==> src/rtl/crf_pkg.sv <==
`timescale 1ns / 1ps
`default_nettype none

package crf_pkg;

    localparam int TIME_W    = 64;
    localparam int DEVICE_W  = 16;
    localparam int KIND_W    = 8;
    localparam int LENGTH_W  = 16;
    localparam int LIMIT_W   = 32;
    localparam int TOTAL_W   = 32;
    localparam int ENABLES_W = 6;

    localparam int COUNT_WIDTH_DEF  = 32;
    localparam int DEVICE_WIDTH_DEF = 16;
    localparam int LENGTH_WIDTH_DEF = 16;

    localparam int APB_ADDR_W = 6;
    localparam int APB_DATA_W = 64;
    localparam int REG_IDX_W  = 3;
    localparam int REG_LSB    = 3;

    // check enable bit positions
    localparam int EN_START  = 0;
    localparam int EN_END    = 1;
    localparam int EN_DEVICE = 2;
    localparam int EN_KIND   = 3;
    localparam int EN_MINLEN = 4;
    localparam int EN_MAXLEN = 5;

    // counter bank slots
    localparam int CNT_NUM     = 6;
    localparam int CNT_SCANNED = 0;
    localparam int CNT_MATCHED = 1;
    localparam int CNT_TIME    = 2;
    localparam int CNT_DEVICE  = 3;
    localparam int CNT_KIND    = 4;
    localparam int CNT_PAYLOAD = 5;

    typedef enum logic [2:0] {
        VERDICT_MATCH   = 3'd0,
        VERDICT_TIME    = 3'd1,
        VERDICT_DEVICE  = 3'd2,
        VERDICT_KIND    = 3'd3,
        VERDICT_PAYLOAD = 3'd4,
        VERDICT_IGNORED = 3'd5
    } verdict_t;

    typedef enum logic [REG_IDX_W-1:0] {
        REG_CHECK_ENABLES = 3'd0,
        REG_WINDOW_START  = 3'd1,
        REG_WINDOW_END    = 3'd2,
        REG_WANTED_DEVICE = 3'd3,
        REG_WANTED_KIND   = 3'd4,
        REG_LEAST_PAYLOAD = 3'd5,
        REG_MOST_PAYLOAD  = 3'd6,
        REG_MATCH_LIMIT   = 3'd7
    } reg_idx_t;

    // first member in the highest bits, so capture_time lands at tdata[63:0]
    typedef struct packed {
        logic [LENGTH_W-1:0] payload_length;
        logic [KIND_W-1:0]   packet_kind;
        logic [DEVICE_W-1:0] device_id;
        logic [TIME_W-1:0]   capture_time;
    } record_t;

    typedef struct packed {
        logic [ENABLES_W-1:0] check_enables;
        logic [TIME_W-1:0]    window_start;
        logic [TIME_W-1:0]    window_end;
        logic [DEVICE_W-1:0]  wanted_device;
        logic [KIND_W-1:0]    wanted_kind;
        logic [LENGTH_W-1:0]  least_payload;
        logic [LENGTH_W-1:0]  most_payload;
        logic [LIMIT_W-1:0]   match_limit;
    } cfg_t;

    typedef struct packed {
        logic     advance;
        verdict_t verdict;
    } step_t;

    typedef struct packed {
        verdict_t verdict;
        logic     limit_reached;
    } outcome_t;

    localparam int S_TDATA_W = $bits(record_t);
    localparam int M_BODY_W  = 3 + 1 + CNT_NUM * TOTAL_W;
    localparam int M_TDATA_W = ((M_BODY_W + 7) / 8) * 8;
    localparam int M_PAD_W   = M_TDATA_W - M_BODY_W;

endpackage

`default_nettype wire

==> src/rtl/crf_checks.sv <==
`timescale 1ns / 1ps
`default_nettype none

module crf_checks
    import crf_pkg::*;
#(
    parameter int DEVICE_WIDTH = DEVICE_WIDTH_DEF,
    parameter int LENGTH_WIDTH = LENGTH_WIDTH_DEF
) (
    input  record_t  rec,
    input  cfg_t     cfg,
    output verdict_t verdict
);

    localparam int DevBits = (DEVICE_WIDTH < DEVICE_W) ? DEVICE_WIDTH : DEVICE_W;
    localparam int LenBits = (LENGTH_WIDTH < LENGTH_W) ? LENGTH_WIDTH : LENGTH_W;

    logic time_fail;
    logic device_fail;
    logic kind_fail;
    logic length_fail;

    assign time_fail =
        (cfg.check_enables[EN_START] && (rec.capture_time < cfg.window_start)) ||
        (cfg.check_enables[EN_END]   && (rec.capture_time > cfg.window_end));

    assign device_fail = cfg.check_enables[EN_DEVICE] &&
        (rec.device_id[DevBits-1:0] != cfg.wanted_device[DevBits-1:0]);

    assign kind_fail = cfg.check_enables[EN_KIND] &&
        (rec.packet_kind != cfg.wanted_kind);

    assign length_fail =
        (cfg.check_enables[EN_MINLEN] &&
            (rec.payload_length[LenBits-1:0] < cfg.least_payload[LenBits-1:0])) ||
        (cfg.check_enables[EN_MAXLEN] &&
            (rec.payload_length[LenBits-1:0] > cfg.most_payload[LenBits-1:0]));

    // first failing check wins
    always_comb begin
        if (time_fail) begin
            verdict = VERDICT_TIME;
        end else if (device_fail) begin
            verdict = VERDICT_DEVICE;
        end else if (kind_fail) begin
            verdict = VERDICT_KIND;
        end else if (length_fail) begin
            verdict = VERDICT_PAYLOAD;
        end else begin
            verdict = VERDICT_MATCH;
        end
    end

endmodule

`default_nettype wire

==> src/rtl/crf_counters.sv <==
`timescale 1ns / 1ps
`default_nettype none

module crf_counters
    import crf_pkg::*;
#(
    parameter int COUNT_WIDTH = COUNT_WIDTH_DEF
) (
    input  logic                                 aclk,
    input  logic                                 aresetn,
    input  step_t                                step,
    input  logic [LIMIT_W-1:0]                   match_limit,
    output outcome_t                             outcome,
    output logic [CNT_NUM-1:0][COUNT_WIDTH-1:0]  counts
);

    localparam int CmpW = (COUNT_WIDTH > LIMIT_W) ? COUNT_WIDTH : LIMIT_W;

    logic [CNT_NUM-1:0][COUNT_WIDTH-1:0] cnt_reg;
    logic [CNT_NUM-1:0][COUNT_WIDTH-1:0] cnt_next;
    logic [CNT_NUM-1:0]                  bump;
    logic [CmpW-1:0]                     limit_ext;
    logic                                limit_on;
    logic                                limit_now;

    assign limit_ext = CmpW'(match_limit);
    assign limit_on  = (match_limit != '0);
    assign limit_now = limit_on && (CmpW'(cnt_reg[CNT_MATCHED]) >= limit_ext);

    always_comb begin
        bump = '0;
        if (!limit_now) begin
            bump[CNT_SCANNED] = 1'b1;
            case (step.verdict)
                VERDICT_MATCH:   bump[CNT_MATCHED] = 1'b1;
                VERDICT_TIME:    bump[CNT_TIME]    = 1'b1;
                VERDICT_DEVICE:  bump[CNT_DEVICE]  = 1'b1;
                VERDICT_KIND:    bump[CNT_KIND]    = 1'b1;
                VERDICT_PAYLOAD: bump[CNT_PAYLOAD] = 1'b1;
                default:         ;
            endcase
        end
    end

    // saturating increments
    always_comb begin
        for (int i = 0; i < CNT_NUM; i++) begin
            if (step.advance && bump[i] && (cnt_reg[i] != {COUNT_WIDTH{1'b1}})) begin
                cnt_next[i] = cnt_reg[i] + COUNT_WIDTH'(1);
            end else begin
                cnt_next[i] = cnt_reg[i];
            end
        end
    end

    always_ff @(posedge aclk) begin
        if (!aresetn) begin
            cnt_reg <= '0;
        end else begin
            cnt_reg <= cnt_next;
        end
    end

    assign outcome.verdict       = limit_now ? VERDICT_IGNORED : step.verdict;
    assign outcome.limit_reached = limit_on &&
        (CmpW'(cnt_next[CNT_MATCHED]) >= limit_ext);
    assign counts = cnt_next;

endmodule

`default_nettype wire

==> src/rtl/capture_record_filter.sv <==
`timescale 1ns / 1ps
`default_nettype none

// Filters a stream of capture records (time, device, kind, payload length) against the
// enabled checks set over the APB port and returns one result per record: the verdict,
// whether the match limit has been reached, and the six saturating counters as they stand
// after that record. A record goes from the s_ transfer through the input register, then the
// result register, to m_tvalid; one record is taken every cycle while m_tready does not stall
// the result side. The counter bank compares against the match limit and does its saturating
// increment combinationally, so it never holds the flow. Counters clear only at reset. Write
// the registers only while no record is in flight.

module capture_record_filter
    import crf_pkg::*;
#(
    parameter int COUNT_WIDTH  = COUNT_WIDTH_DEF,
    parameter int DEVICE_WIDTH = DEVICE_WIDTH_DEF,
    parameter int LENGTH_WIDTH = LENGTH_WIDTH_DEF
) (
    input  logic                  aclk,
    input  logic                  aresetn,

    input  logic                  psel,
    input  logic                  penable,
    input  logic                  pwrite,
    input  logic [APB_ADDR_W-1:0] paddr,
    input  logic [APB_DATA_W-1:0] pwdata,
    output logic [APB_DATA_W-1:0] prdata,
    output logic                  pready,

    input  logic                  s_tvalid,
    output logic                  s_tready,
    // capture_time, device_id, packet_kind, payload_length
    input  logic [S_TDATA_W-1:0]  s_tdata,

    output logic                  m_tvalid,
    input  logic                  m_tready,
    // verdict, limit_reached, scanned_total, matched_total, time_rejects,
    // device_rejects, kind_rejects, payload_rejects, zero pad
    output logic [M_TDATA_W-1:0]  m_tdata
);

    cfg_t                               cfg_reg;
    reg_idx_t                           reg_idx;
    logic                               cfg_write;

    logic                               in_valid_reg;
    record_t                            in_rec_reg;
    logic                               out_valid_reg;
    outcome_t                           out_outcome_reg;
    logic [CNT_NUM-1:0][TOTAL_W-1:0]    out_totals_reg;
    logic [CNT_NUM-1:0][TOTAL_W-1:0]    totals_next;

    logic                               out_free;
    logic                               advance;
    verdict_t                           check_verdict;
    step_t                              step;
    outcome_t                           outcome;
    logic [CNT_NUM-1:0][COUNT_WIDTH-1:0] counts;

    // configuration port
    assign pready    = 1'b1;
    assign reg_idx   = reg_idx_t'(paddr[REG_LSB +: REG_IDX_W]);
    assign cfg_write = psel && penable && pwrite && pready;

    always_ff @(posedge aclk) begin
        if (!aresetn) begin
            cfg_reg <= '0;
        end else if (cfg_write) begin
            case (reg_idx)
                REG_CHECK_ENABLES: cfg_reg.check_enables <= pwdata[ENABLES_W-1:0];
                REG_WINDOW_START:  cfg_reg.window_start  <= pwdata[TIME_W-1:0];
                REG_WINDOW_END:    cfg_reg.window_end    <= pwdata[TIME_W-1:0];
                REG_WANTED_DEVICE: cfg_reg.wanted_device <= pwdata[DEVICE_W-1:0];
                REG_WANTED_KIND:   cfg_reg.wanted_kind   <= pwdata[KIND_W-1:0];
                REG_LEAST_PAYLOAD: cfg_reg.least_payload <= pwdata[LENGTH_W-1:0];
                REG_MOST_PAYLOAD:  cfg_reg.most_payload  <= pwdata[LENGTH_W-1:0];
                REG_MATCH_LIMIT:   cfg_reg.match_limit   <= pwdata[LIMIT_W-1:0];
                default:           ;
            endcase
        end
    end

    always_comb begin
        case (reg_idx)
            REG_CHECK_ENABLES: prdata = APB_DATA_W'(cfg_reg.check_enables);
            REG_WINDOW_START:  prdata = APB_DATA_W'(cfg_reg.window_start);
            REG_WINDOW_END:    prdata = APB_DATA_W'(cfg_reg.window_end);
            REG_WANTED_DEVICE: prdata = APB_DATA_W'(cfg_reg.wanted_device);
            REG_WANTED_KIND:   prdata = APB_DATA_W'(cfg_reg.wanted_kind);
            REG_LEAST_PAYLOAD: prdata = APB_DATA_W'(cfg_reg.least_payload);
            REG_MOST_PAYLOAD:  prdata = APB_DATA_W'(cfg_reg.most_payload);
            REG_MATCH_LIMIT:   prdata = APB_DATA_W'(cfg_reg.match_limit);
            default:           prdata = '0;
        endcase
    end

    // two-stage flow
    assign out_free = !out_valid_reg || m_tready;
    assign advance  = in_valid_reg && out_free;
    assign s_tready = !in_valid_reg || out_free;

    always_ff @(posedge aclk) begin
        if (!aresetn) begin
            in_valid_reg <= 1'b0;
        end else if (s_tready) begin
            in_valid_reg <= s_tvalid;
        end
    end

    always_ff @(posedge aclk) begin
        if (s_tvalid && s_tready) begin
            in_rec_reg <= record_t'(s_tdata);
        end
    end

    crf_checks #(
        .DEVICE_WIDTH (DEVICE_WIDTH),
        .LENGTH_WIDTH (LENGTH_WIDTH)
    ) u_checks (
        .rec     (in_rec_reg),
        .cfg     (cfg_reg),
        .verdict (check_verdict)
    );

    assign step.advance = advance;
    assign step.verdict = check_verdict;

    crf_counters #(
        .COUNT_WIDTH (COUNT_WIDTH)
    ) u_counters (
        .aclk        (aclk),
        .aresetn     (aresetn),
        .step        (step),
        .match_limit (cfg_reg.match_limit),
        .outcome     (outcome),
        .counts      (counts)
    );

    always_comb begin
        for (int i = 0; i < CNT_NUM; i++) begin
            totals_next[i] = TOTAL_W'(counts[i]);
        end
    end

    always_ff @(posedge aclk) begin
        if (!aresetn) begin
            out_valid_reg <= 1'b0;
        end else if (out_free) begin
            out_valid_reg <= in_valid_reg;
        end
    end

    always_ff @(posedge aclk) begin
        if (advance) begin
            out_outcome_reg <= outcome;
            out_totals_reg  <= totals_next;
        end
    end

    assign m_tvalid = out_valid_reg;
    assign m_tdata  = {
        {M_PAD_W{1'b0}},
        out_totals_reg,
        out_outcome_reg.limit_reached,
        out_outcome_reg.verdict
    };

    // an ignored record can only leave while the limit still holds
    assert property (@(posedge aclk) disable iff (!aresetn)
        (out_valid_reg && (out_outcome_reg.verdict == VERDICT_IGNORED))
            |-> out_outcome_reg.limit_reached)
        else $error("ignored record without limit reached");

    // a record moving forward always shows up on the result side
    assert property (@(posedge aclk) disable iff (!aresetn)
        advance |=> out_valid_reg)
        else $error("record lost between stages");

    // an empty input stage never stalls the input side
    assert property (@(posedge aclk) disable iff (!aresetn)
        !in_valid_reg |-> s_tready)
        else $error("input stalled while empty");

endmodule

`default_nettype wire

==> config.mk <==
export PLATFORM = sky130hd
export DESIGN_NAME = capture_record_filter
export DESIGN_NICKNAME = d
export VERILOG_FILES = /design/src/rtl/crf_pkg.sv /design/src/rtl/crf_checks.sv /design/src/rtl/crf_counters.sv /design/src/rtl/capture_record_filter.sv
export SDC_FILE = /design/constraint.sdc
export NUM_CORES = 1
export LEC_CHECK = 0
export ABC_AREA = 1
export BUFFER_PORTS_ARGS = -buffer_cell sky130_fd_sc_hd__buf_2
export CORE_MARGIN = 2
export CORE_UTILIZATION = 53
export CTS_BUF_LIST = sky130_fd_sc_hd__clkbuf_16
export DETAILED_ROUTE_END_ITERATION = 8
export GPL_TIMING_DRIVEN = 0
export PLACE_DENSITY = 0.73
export REMOVE_ABC_BUFFERS = 1
export SLEW_MARGIN = 20
export SYNTH_ARGS = -nofsm -noshare
export SYNTH_HDL_FRONTEND = slang
export SYNTH_SLANG_ARGS = --single-unit
==> constraint.sdc <==
create_clock -name aclk -period 5 [get_ports aclk]
set_input_delay 0.25 -clock aclk [delete_from_list [all_inputs] [get_ports aclk]]
set_output_delay 0.25 -clock aclk [all_outputs]
set_load 0.05 [all_outputs]
After elaboration in Yosys (flattened, before gate mapping)
Index checks and enable logic that the tools add are counted.
- muxes and demuxes: 17
- equality and inequality tests: 19
- $add $sub $neg: 6
- $lt $le $gt $ge: 6
- reductions and logical operators: 41
- operators by type and width (kind ; number):
    case mux 64 bit (8 select lines) ; 1
    adder 32 x 1 -> 32 bit (second input constant) ; 6
    2-to-1 mux 32 bit ; 6
    inequality test 32 bit (second input constant) ; 6
    greater-or-equal comparator 32 bit ; 2
    greater-than comparator 64 bit ; 1
    < comparator 64 bit ; 1
    nonzero test 32 bit ; 1
    logical AND 1 bit ; 24
    greater-than comparator 16 bit ; 1
    < comparator 16 bit ; 1
    inequality test 16 bit ; 1
    AND reduction 2 bit ; 8
    == test 3 bit (second input constant) ; 5
    == test 3 x 2 -> 1 bit (second input constant) ; 4
    2-to-1 mux 3 bit ; 4
    inequality test 8 bit ; 1
    == test 3 x 1 -> 1 bit (second input constant) ; 2
    zero test 3 bit ; 2
    2-to-1 mux 6 bit ; 1
    2-to-1 mux 1 bit ; 5
    logical OR 1 bit ; 4
    zero test 1 bit ; 2
- logic and storage cells: 117
- output and inout bits: 267
- register bits: 716
- input port bits: 181

Logic depth before layout (Yosys ltp)
- depth after elaboration: 15
- depth in mapped cells: 34
- depth with buffers taken out: 33

Modules after synthesis
Synthesis repeated with hierarchy kept, for this count alone.
- cell total of the unflattened synthesis: 4820
- area total of the unflattened synthesis: 37842.5 um^2
- modules (own cells, without submodules) (module ; instances ; cells an instance ; sequential area each (um^2) ; area an instance (um^2)):
    capture_record_filter ; 1 ; 1720 ; 13492.9 ; 18855.6
    crf_counters ; 1 ; 2378 ; 3843.7 ; 14521.4
    crf_checks ; 1 ; 722 ; 0.0 ; 4465.5

Worst setup path after synthesis
No wires, ideal clock.
- path kind: register -> register
- start: register out_valid_reg (netlist: m_tvalid)
- end: register out_totals_reg (netlist bit m_tdata[69]) (data pin)
- clock period less this slack: 5.835 ns
- arrival time: 5.579 ns
- path buffers: 1
- required time: 4.744 ns
- cell stages (with the launch flop): 10
- setup time: 0.256 ns
- path slack: -0.835 ns
- cells stage by stage: dfxtp_1 -> nand2_1 -> nand2_1 -> inv_1 -> nand2_1 -> nor2_2 -> nand2_2 -> buf_4 -> o21ai_1 -> inv_1
- RTL lines (item ; RTL line ; text):
    start: declaration ; capture_record_filter.sv:49 ; logic out_valid_reg;
    start signal: assignment ; capture_record_filter.sv:150 ; out_valid_reg <= in_valid_reg;
    end signal: assignment ; capture_record_filter.sv:157 ; out_totals_reg <= totals_next;
    end: declaration ; capture_record_filter.sv:51 ; logic [CNT_NUM-1:0][TOTAL_W-1:0] out_totals_reg;

==> flow_metrics.tcl <==
set metrics [dict create \
    outcome "finished clean" \
    ios 448 \
    period_minus_slack_ps 4730 \
    async_flop_share_pct 0 \
    fillers 5661 \
    crit_arrival_ps 5090 \
    avgSynthCellArea_um2 8.44 \
    port-buffer-count 439 \
    fp.dieH_um 266 \
    synth.area.mux_share_pct 0 \
    hp-class "primary input to flip-flop" \
    detail-route-antenna-nets 0 \
    routed_wl_um 104000 \
    synthDistinctLibCells 47 \
    tightest_slew_ps 1110 \
    first_pass_iters 6 \
    cp-start-kind "flip-flop" \
    synth-seq-area-share_pct 47.8 \
    rows 95 \
    gr-total-overflow 0 \
    grt_max_degree 131 \
    grtUsageTotal_pct 28.9 \
    ys_seq_elements 716 \
    initial_core_util_pct 53.7 \
    place_inst 5460 \
    nets 5245 \
    fin_crit_sh_pct 94.6 \
    netlist_instances 4300 \
    crit_path_max_fanout 30 \
    dp_hpwl_um 73400 \
    cts_sinks 716 \
    cts_buffers 77 \
    synth_top_family_by_area "simple AND/OR/NAND/NOR gates" \
    cts_tree "yes" \
    max-slew-margin-rel_pct 25.9 \
    wl_per_cell_um 18.0 \
    synth_compound_area_share_pct 12.8 \
    synth-edff-count 300 \
    cap_viol_max_count 0 \
    via_per_inst 5.59 \
    synth_fa_ha_area_share_pct 7.86 \
    design_power_total_mw 13.8 \
    required_ps 5360 \
    clock_path_buffers 3 \
    finalHoldViolCount 0 \
    drv_slew 0 \
    rsz0062_at_grt "false" \
    p_per_area_nw_per_um2 319 \
    ir_drop_mv 0.288 \
    stdcell_count 5776 \
    grt_pass1_vias 30900 \
    fin_tns_setup_ps 0 \
    setup_violations 0 \
    die_area_um2 70600 \
    cts.reportedPaths.clkPinSlew_ps 60 \
    ys.flop_type "dfxtp_1" \
    yosysWarningCount 0 \
    root_buffer "clkbuf_16" \
    core-area_um2 67500 \
    num_vias 32300 \
    largest_reg_flops 222 \
    fmax_mhz 211 \
    crit_path_end_kind "flip-flop" \
    synth_area_um2 36300 \
    antenna_found_initial 5 \
    ctsHtreeMaxLevel 3 \
    syn2layout_area_growth_pct 19.6 \
    chipWidth_um 266 \
    finalWeightedCongestion 0.945 \
    drc_errors 0 \
    worstSetupPathType "flip-flop to flip-flop" \
    leakagePower_nw 17.9 \
    yosys.area_share.simple_pct 19.8 \
    worst_skew_pair.late_latency_ps 630 \
    grt_pass1_wl_um 163000 \
    first_iter_violations 2610 \
    skew_ps 37.4 \
    yosys.area_share.xor_xnor_pct 4.49 \
    drive_gt1_share_pct 12.8 \
]
## stage by stage
stage,utilization (%),worst slack [ps],hold WS [ps],cell area (um^2)
finish,64.3,269,43.6,43400
global route,64.3,5.93,20.3,43400
CTS,64.2,168,3.02,43300
detailed placement,58.2,-384,428,39300
global placement,57.5,-7770,427,38800
floorplan,-,-3160,349,35500
## cells in the final DEF (no fill, tap or decap), types with 7 or more instances in the layout
cell type,netlist,routed
a21oi_1,470,469
a221oi_1,12,12
a22oi_1,22,22
buf_16,0,10
buf_2,35,438
buf_8,0,7
clkbuf_16,0,80
clkinv_1,4,21
clkinv_2,0,10
dfxtp_1,416,416
dlygate4sd3_1,0,166
edfxtp_1,300,300
ha_1,228,228
inv_1,479,500
inv_2,8,7
nand2_1,861,858
nand3_1,91,91
nand4_1,200,200
nor2_1,288,288
nor2_2,10,9
nor3_1,89,86
nor3_2,7,8
nor4_1,53,52
o211ai_1,12,12
o21a_1,7,7
o21ai_0,276,276
o22ai_1,48,48
xnor2_1,44,44
xor2_1,142,142
## synthesized netlist by cell type (48+ instances only)
library cell | number | share of area (%)
a21oi_1 | 470 | 6.5
clkbuf_1 | 121 | 1.3
dfxtp_1 | 416 | 23
edfxtp_1 | 300 | 25
ha_1 | 228 | 7.9
inv_1 | 479 | 5.0
nand2_1 | 861 | 8.9
nand3_1 | 91 | 1.3
nand4_1 | 200 | 3.4
nor2_1 | 288 | 3.0
nor3_1 | 89 | 1.2
nor4_1 | 53 | 0.91
o21ai_0 | 276 | 3.8
o22ai_1 | 48 | 0.83
xor2_1 | 142 | 3.4
## timing repair
action,CTS,global route
hold buffers,166,0
pin swaps,1,2
resized for setup,1,3
setup endpoints to repair,1,1
gates cloned,1,0
setup buffers,1,2
hold endpoints to repair,257,0
## layer usage
metal | GRT usage, % | vias up | routed length, um
li1 | - | 15800 | -
met1 | 38.0 | 15000 | 44400
met2 | 48.0 | 1247 | 48500
met3 | 4.36 | 267 | 6930
met4 | 11.5 | 4 | 4280
met5 | 0 | - | 27
## final timing paths
kind / from / cells past startpoint / slack, ps / endpoint
min reg2reg: cfg_reg[100] / 2 / 480 / cfg_reg[100]
min: pwdata[3] / 3 / 40 / cfg_reg[67]
max reg2reg: in_rec_reg[27] / 25 / 270 / m_tdata[3]
max: in_rec_reg[27] / 25 / 270 / m_tdata[3]
## power breakdown
group          leakage (nW)  total, mW  internal, mW  switching (mW)
logic                  10.5       2.05         0.650            1.40
clock network          1.25       5.32          2.96            2.36
registers              6.14       6.46          6.33           0.131
## layout make-up
type	instances	area, um^2	share of cell area, %
clock buffer	80	2000	4.61
tap	873	1090	2.52
antenna	3	7.51	0.0173
inverter	491	1880	4.32
timing repair buffer	628	4290	9.90
sequential	716	17300	40.0
clock inverter	63	359	0.828
multi-input combinational	2922	16400	37.9
## critical path, stage by stage (launching register included)
cell and delay (ps):
edfxtp_1 420, ha_1 310, a21oi_1 130, o21ai_0 140, nand2_1 90, nand2_1 70, a21oi_1 350, nand2_1 100
nand2_1 70, nand2_1 50, nand2_1 220, nand3_1 270, nor2_4 240, nand3_4 320, nand2_1 160, nand2_1 90
inv_1 110, ha_1 250, a21oi_1 130, o21ai_0 140, nand2_1 90, o211ai_1 90, a21oi_1 350, nand3_1 160
nand2_1 80, inv_1 50
## kinds of logic (layout without fill, tap and decap cells)
family	after synthesis	count (layout)
AO/OA/AOI/OAI	871	871
flip-flops	716	716
XOR/XNOR	186	186
buffers and inverters	666	1262
AND/OR/NAND/NOR	1631	1632
adder cells (fa/ha/maj)	228	228
other	2	8
No activity file was read; power rests on OpenSTA's default activity.
